File: config.mk
export PLATFORM = sky130hd
export DESIGN_NAME = hilbert_3d_codec
export DESIGN_NICKNAME = d
export VERILOG_FILES = /design/src/hdl/hc3d_pkg.sv /design/src/hdl/hilbert_3d_codec.sv
export SDC_FILE = /design/constraint.sdc
export NUM_CORES = 2
export LEC_CHECK = 0
export ABC_AREA = 1
export BUFFER_PORTS_ARGS = -buffer_cell sky130_fd_sc_hd__buf_4
export CORE_MARGIN = 2
export CORE_UTILIZATION = 35
export CTS_BUF_LIST = sky130_fd_sc_hd__clkbuf_16
export CTS_CLUSTER_DIAMETER = 200
export DETAILED_ROUTE_END_ITERATION = 7
export HOLD_SLACK_MARGIN = 0.1
export PLACE_DENSITY_LB_ADDON = 0.2
export SLEW_MARGIN = 20
export SYNTH_ARGS = -nofsm -noshare
export SYNTH_HDL_FRONTEND = slang
export SYNTH_MEMORY_MAX_BITS = 65536
export SYNTH_SLANG_ARGS = --single-unit
export TNS_END_PERCENT = 1
File: constraint.sdc
create_clock -name clk -period 258.2 [get_ports clk]
set_input_delay 77.46 -clock clk [delete_from_list [all_inputs] [get_ports clk]]
set_output_delay 77.46 -clock clk [all_outputs]
set_load 0.05 [all_outputs]
File: src/hdl/hc3d_pkg.sv
`timescale 1ns / 1ps
package hc3d_pkg;

  localparam int COORD_BITS_DEF = 21;
  localparam int CRD_W          = 21;
  localparam int IDX_W          = 63;
  localparam int LVL_W          = 5;
  localparam int ST_W           = 4;
  localparam int NUM_STATES     = 12;
  localparam int ENT_W          = 7;

  localparam logic CMD_ENCODE = 1'b0;
  localparam logic CMD_DECODE = 1'b1;

  // Entry = {next state, digit}, indexed [state][octant]
  localparam logic [ENT_W-1:0] FWD_TAB [0:NUM_STATES-1][0:7] = '{
    '{7'd8,  7'd17, 7'd27, 7'd18, 7'd47, 7'd38, 7'd28, 7'd37},
    '{7'd16, 7'd71, 7'd1,  7'd62, 7'd51, 7'd52, 7'd2,  7'd61},
    '{7'd0,  7'd75, 7'd95, 7'd76, 7'd9,  7'd10, 7'd86, 7'd85},
    '{7'd4,  7'd77, 7'd55, 7'd78, 7'd3,  7'd66, 7'd80, 7'd65},
    '{7'd50, 7'd49, 7'd45, 7'd46, 7'd67, 7'd88, 7'd68, 7'd7},
    '{7'd6,  7'd57, 7'd39, 7'd72, 7'd5,  7'd58, 7'd84, 7'd83},
    '{7'd12, 7'd11, 7'd29, 7'd90, 7'd79, 7'd32, 7'd30, 7'd89},
    '{7'd74, 7'd91, 7'd73, 7'd40, 7'd69, 7'd92, 7'd70, 7'd15},
    '{7'd14, 7'd13, 7'd81, 7'd82, 7'd63, 7'd36, 7'd24, 7'd35},
    '{7'd20, 7'd31, 7'd19, 7'd56, 7'd53, 7'd54, 7'd42, 7'd41},
    '{7'd26, 7'd93, 7'd43, 7'd44, 7'd25, 7'd94, 7'd64, 7'd23},
    '{7'd22, 7'd87, 7'd21, 7'd60, 7'd33, 7'd48, 7'd34, 7'd59}
  };

  // Entry = {next state, octant}, indexed [state][digit]
  localparam logic [ENT_W-1:0] INV_TAB [0:NUM_STATES-1][0:7] = '{
    '{7'd8,  7'd17, 7'd19, 7'd26, 7'd30, 7'd39, 7'd37, 7'd44},
    '{7'd16, 7'd2,  7'd6,  7'd52, 7'd53, 7'd63, 7'd59, 7'd65},
    '{7'd0,  7'd12, 7'd13, 7'd73, 7'd75, 7'd87, 7'd86, 7'd90},
    '{7'd86, 7'd71, 7'd69, 7'd4,  7'd0,  7'd73, 7'd75, 7'd50},
    '{7'd93, 7'd49, 7'd48, 7'd68, 7'd70, 7'd42, 7'd43, 7'd7},
    '{7'd75, 7'd57, 7'd61, 7'd87, 7'd86, 7'd4,  7'd0,  7'd34},
    '{7'd37, 7'd95, 7'd91, 7'd9,  7'd8,  7'd26, 7'd30, 7'd76},
    '{7'd43, 7'd74, 7'd72, 7'd89, 7'd93, 7'd68, 7'd70, 7'd15},
    '{7'd30, 7'd82, 7'd83, 7'd39, 7'd37, 7'd9,  7'd8,  7'd60},
    '{7'd59, 7'd47, 7'd46, 7'd18, 7'd16, 7'd52, 7'd53, 7'd25},
    '{7'd70, 7'd28, 7'd24, 7'd42, 7'd43, 7'd89, 7'd93, 7'd23},
    '{7'd53, 7'd36, 7'd38, 7'd63, 7'd59, 7'd18, 7'd16, 7'd81}
  };

endpackage

File: src/hdl/hilbert_3d_codec.sv
`timescale 1ns / 1ps
// 3D Hilbert curve codec.
// Input channel: in_valid / in_stall carry cmd, x_coord, y_coord, z_coord,
// hilbert_index and depth_level. cmd = encode turns coordinates into an index;
// cmd = decode turns an index into coordinates. The field the other command
// fills is returned as zero.
// Output channel: out_valid / out_stall carry index_out, x_out, y_out, z_out.
// A transaction is taken on a clock edge with valid high and stall low.
// The pipeline has one stage per refinement level (COORD_BITS stages), each
// doing one automaton table step. Throughput is one transaction per cycle
// while the output is not stalled.
// When the receiver stalls while a result is waiting, the whole pipeline
// holds and in_stall is raised in the same cycle; nothing is dropped or
// repeated. Bubbles are not squeezed out.
// Synchronous reset clears all stage valid bits; the block accepts input in
// the first cycle after reset.
module hilbert_3d_codec
  import hc3d_pkg::*;
#(
  parameter int COORD_BITS = COORD_BITS_DEF
) (
  input  logic              clk,
  input  logic              rst,
  input  logic              in_valid,
  output logic              in_stall,
  input  logic              cmd,
  input  logic [CRD_W-1:0]  x_coord,
  input  logic [CRD_W-1:0]  y_coord,
  input  logic [CRD_W-1:0]  z_coord,
  input  logic [IDX_W-1:0]  hilbert_index,
  input  logic [LVL_W-1:0]  depth_level,
  output logic              out_valid,
  input  logic              out_stall,
  output logic [IDX_W-1:0]  index_out,
  output logic [CRD_W-1:0]  x_out,
  output logic [CRD_W-1:0]  y_out,
  output logic [CRD_W-1:0]  z_out
);

  localparam int ACC_W = 3 * COORD_BITS;
  localparam int LAST  = COORD_BITS - 1;

  logic                  stage_vld [COORD_BITS];
  logic                  stage_cmd [COORD_BITS];
  logic [LVL_W-1:0]      stage_lvl [COORD_BITS];
  logic [ST_W-1:0]       stage_st  [COORD_BITS];
  logic [ACC_W-1:0]      stage_acc [COORD_BITS];
  logic [ACC_W-1:0]      stage_idx [COORD_BITS];
  logic [COORD_BITS-1:0] stage_x   [COORD_BITS];
  logic [COORD_BITS-1:0] stage_y   [COORD_BITS];
  logic [COORD_BITS-1:0] stage_z   [COORD_BITS];

  logic                  adv;
  logic [COORD_BITS-1:0] x_dec;
  logic [COORD_BITS-1:0] y_dec;
  logic [COORD_BITS-1:0] z_dec;

  assign adv      = !(out_valid && out_stall);
  assign in_stall = !adv;

  for (genvar s = 0; s < COORD_BITS; s++) begin : g_stage
    // bit position handled by this stage, top level first
    localparam int B = COORD_BITS - 1 - s;

    logic                  vld_i;
    logic                  cmd_i;
    logic [LVL_W-1:0]      lvl_i;
    logic [ST_W-1:0]       st_i;
    logic [ACC_W-1:0]      acc_i;
    logic [ACC_W-1:0]      idx_i;
    logic [COORD_BITS-1:0] x_i;
    logic [COORD_BITS-1:0] y_i;
    logic [COORD_BITS-1:0] z_i;
    logic [2:0]            key;
    logic [ENT_W-1:0]      ent;
    logic                  act;

    if (s == 0) begin : g_head
      assign vld_i = in_valid;
      assign cmd_i = cmd;
      assign lvl_i = depth_level;
      assign st_i  = '0;
      assign acc_i = '0;
      assign idx_i = hilbert_index[ACC_W-1:0];
      assign x_i   = x_coord[COORD_BITS-1:0];
      assign y_i   = y_coord[COORD_BITS-1:0];
      assign z_i   = z_coord[COORD_BITS-1:0];
    end else begin : g_body
      assign vld_i = stage_vld[s-1];
      assign cmd_i = stage_cmd[s-1];
      assign lvl_i = stage_lvl[s-1];
      assign st_i  = stage_st[s-1];
      assign acc_i = stage_acc[s-1];
      assign idx_i = stage_idx[s-1];
      assign x_i   = stage_x[s-1];
      assign y_i   = stage_y[s-1];
      assign z_i   = stage_z[s-1];
    end

    // Levels above depth_level leave state at 0 and shift in a zero digit,
    // which matches skipping them. Levels above COORD_BITS clamp for free.
    always_comb begin
      act = (lvl_i > LVL_W'(B));
      if (cmd_i == CMD_DECODE) begin
        key = idx_i[3*B +: 3];
        ent = INV_TAB[st_i][key];
      end else begin
        key = {z_i[B], y_i[B], x_i[B]};
        ent = FWD_TAB[st_i][key];
      end
    end

    always_ff @(posedge clk) begin
      if (rst) begin
        stage_vld[s] <= 1'b0;
      end else if (adv) begin
        stage_vld[s] <= vld_i;
      end
    end

    always_ff @(posedge clk) begin
      if (adv) begin
        stage_cmd[s] <= cmd_i;
        stage_lvl[s] <= lvl_i;
        stage_idx[s] <= idx_i;
        stage_x[s]   <= x_i;
        stage_y[s]   <= y_i;
        stage_z[s]   <= z_i;
        stage_st[s]  <= act ? ent[ENT_W-1:3] : '0;
        stage_acc[s] <= (acc_i << 3) | ACC_W'(act ? ent[2:0] : 3'b000);
      end
    end
  end

  // Decode accumulates octants; split them back into per-axis bits.
  always_comb begin
    for (int i = 0; i < COORD_BITS; i++) begin
      x_dec[i] = stage_acc[LAST][3*i];
      y_dec[i] = stage_acc[LAST][3*i+1];
      z_dec[i] = stage_acc[LAST][3*i+2];
    end
  end

  assign out_valid = stage_vld[LAST];
  assign index_out = (stage_cmd[LAST] == CMD_ENCODE) ? IDX_W'(stage_acc[LAST]) : '0;
  assign x_out     = (stage_cmd[LAST] == CMD_DECODE) ? CRD_W'(x_dec) : '0;
  assign y_out     = (stage_cmd[LAST] == CMD_DECODE) ? CRD_W'(y_dec) : '0;
  assign z_out     = (stage_cmd[LAST] == CMD_DECODE) ? CRD_W'(z_dec) : '0;

endmodule

==> key figures <==
Detailed routing
  • Number of remaining DRC errors: 0
  • Drt wl/cell: 19.97 um
  • Vias per cell: 5.337
  • TritonRoute pass-1 iters: 8
  • Final ANT Viol Nets: 0
  • Detailed Route WL: 283800 um
  • Via count: 75.82k
  • DR iter-0 viols: 8846

Worst setup path
  • Req. time, crit path: 180.74 ns
  • Crit Path Class: input port to output port
  • Worst-path fanout max: 59
  • Worst setup SP type: input port
  • FF-to-FF setup slack: 252.64 ns
  • WP data arrival: 78.48 ns
  • CP Capture Type: output port

Synth
  • Syn Std Cell Area: 101000 um^2
  • Ys flop type: edfxtp_1
  • Synth Warn #: 0
  • Mean post-synth cell area: 10.08 um^2
  • Largest cells by area after synthesis: edfxtp_1, nand2_1, nand3_1, inv_1, nor2_1
  • Post-synth EDFFs: 2174
  • Yosys reg bits: 2174
  • Async SR Flop Fraction: 0%
  • Syn nets: 10.32k
  • Netlist cell types: 47
  • Yosys top cell by area: edfxtp_1
  • Area fraction of the dominant cell type after synthesis: 64.66%
  • Mapped Cells: 10.02k
  • Sequential area share after synthesis: 64.66%

Finish
  • Final #Nets: 10.53k
  • Filler cell count: 27.98k
  • Final design utilization: 39.70%
  • Share of post-route cells with drive strength above 1: 6.763%
  • Area grow syn2layout: 13.00%

Status
  • Outcome: completed

Global routing
  • Number of global-route vias before repair: 72.34k
  • Initial antenna violation count: 5
  • Grt peak-use layer: met2
  • Grt met1 use: 25.20%
  • Met3 Use GR: 3.125%
  • GRT overflow: 0
  • Largest net degree at the start of global routing: 179
  • Met2 Use GR: 30.25%
  • First-pass GRT wire length: 434300 um
  • Global Route Usage Sum: 18.74%

Die
  • Initial Util: 35.13%
  • CORE AREA: 287400 um^2
  • Die Ht: 541.1 um
  • Num rows: 197
  • Die area: 292800 um^2
  • Die width: 541.1 um
  • Ports: 264

Power and ir drop
  • Leak: 0.04908 uW
  • Logic pwr share: 20.9%
  • Maximum vdd drop: 0.005075 mV
  • Cell-internal power: 665.2 uW
  • Clk pwr share: 32.8%
  • PD cells: 8.543 nW/um^2
  • P_sw: 309.4 uW
  • Net Sw Frac: 31.74%
  • Flop pwr share: 46.3%

Clocking
  • Worst-path clk slew: 0.06 ns
  • Postcts setup bufs: 0
  • Num CTS Buffers: 235
  • Worst skew pair latency: 0.92 ns
  • CTS Sinks: 2174
  • Clock Root Buffer: clkbuf_16
  • Cts hold-fix bufs: 0
  • Clock Path Buffers: 4
  • Post-cts resize count: 0
  • CTS tree: done
  • Htree depth: 4

Timing
  • Fin crit period: 155.94 ns
  • Clock skew: 0.05780 ns
  • Fin crit share: 60.40%
  • Tightest Pin Transition: 1.056 ns
  • Total Neg Setup Slack: 0 ns
  • Hold Fails Final Rpt: 0
  • Worst Setup Slack, final: 102.26 ns
  • RSZ-0062 raised after global routing: false
  • Fmax: 6.413 MHz
  • Slew Viols, Final: 0
  • Rel. slew slack: 29.63%
  • Final count of negative-setup-slack endpoints: 0

Placed design
  • Placer congestion estimate: 0.9536
  • Detailed Place HPWL: 197100 um
  • Place WS: 102.20 ns
  • Port buffer count: 263

Flow run
  • Max_cap viols: 0

Min path
  • Worst min-delay path class: flop to flop
[metrics by stage]
| stage | cell area (um^2) | hold slack, ns | cells | total power, uW |
|---|---|---|---|---|
| finish | 114100 | 0.3719 | 14210 | 974.7 |
| global route | 114100 | 0.3860 | 14210 | 1025 |
| CTS | 114100 | 0.3685 | 14210 | 983.5 |
| detailed placement | 106600 | 0.4045 | 13770 | 656.6 |
| global placement | 106600 | 0.4002 | 13770 | 663.4 |
| floorplan | 101000 | 0.4003 | 10020 | 584.0 |
[cell usage in the layout, fill, tap and decap left out, drive strengths merged, types with 8 or more instances in the layout]
cell	n
nor3	37
o211ai	64
nor2	788
o2111ai	10
o22ai	10
buf	315
clkinv	154
nand2	2793
bufinv	15
nand3b	10
edfxtp	2174
o31ai	18
inv	890
clkinvlp	8
nand4	286
clkbuf	236
ha	164
a31oi	32
o21ai	344
nand3	1509
a21oi	498
o21bai	19
[layer usage]
layer | up-vias | part of all wire [%]
met5 | - | 0.0028
met4 | 2 | 4.0
met3 | 704 | 7.3
met2 | 3572 | 47
met1 | 36230 | 42
li1 | 35320 | -
[kinds of logic (layout without fill, tap and decap cells)]
family / Yosys count / after routing / synth area share (%)
AND/OR/NAND/NOR: 5443 / 5443 / 23.07
buffers and inverters: 1210 / 1618 / 4.717
XOR/XNOR: 4 / 4 / 0.03470
other: 0 / 2 / 0
adder cells (fa/ha/maj): 164 / 164 / 2.032
flip-flops: 2174 / 2174 / 64.66
AO/OA/AOI/OAI: 1022 / 1022 / 5.481
[power by group through the flow]
stage | Combinational [uW] | Sequential, uW | Clock [uW]
2_1_floorplan | 143 | 441 | 0
3_3_place_gp | 204 | 459 | 0
3_5_place_dp | 197 | 459 | 0
4_1_cts | 198 | 452 | 333
5_1_grt | 222 | 456 | 347
6_report | 204 | 451 | 319
[path summary, 6_finish.rpt]
path | end | cells after the start | from
worst max-delay path | in_stall | 4 | out_stall
worst min-delay path | stage_idx[0][172]$_DFFE_PN_ | 0 | stage_idx[0][109]$_DFFE_PN_
worst max register to register | stage_idx[4][6]$_DFFE_PN_ | 6 | stage_vld[2][4]$_DFFE_PP_
worst min register to register | stage_idx[0][172]$_DFFE_PN_ | 0 | stage_idx[0][109]$_DFFE_PN_
[cells in the mapped netlist (50+ instances only)]
master and number:
a21oi_1 498, buf_2 147, clkbuf_1 156, clkinv_1 50, edfxtp_1 2174, ha_1 164
inv_1 806, nand2_1 2793, nand3_1 1509, nand4_1 286, nor2_1 752, o211ai_1 64
o21ai_0 340
[area by class of cell]
| type | instances | area (um^2) | area share [%] |
|---|---|---|---|
| antenna | 2 | 5.005 | 0.004387 |
| clock buffer | 236 | 5906 | 5.176 |
| clock inverter | 197 | 1570 | 1.376 |
| inverter | 870 | 3266 | 2.862 |
| multi-input combinational | 6633 | 30920 | 27.10 |
| sequential | 2174 | 65280 | 57.22 |
| tap | 3781 | 4731 | 4.147 |
| timing repair buffer | 315 | 2406 | 2.109 |
[sequential cells by signal (all words and copies together), names as in the netlist]
| name | count |
|---|---|
| stage_st | 79 |
| stage_vld | 21 |
| stage_lvl | 100 |
| stage_x | 210 |
| stage_z | 210 |
| stage_y | 210 |
| stage_idx | 630 |
| stage_cmd | 21 |
| stage_acc | 693 |
[critical path: stages]
cell	delay [ns]
buf_4	0.12
nand2_4	0.54
inv_1	0.13
buf_4	0.23
Power figures use the tool's default switching activity.
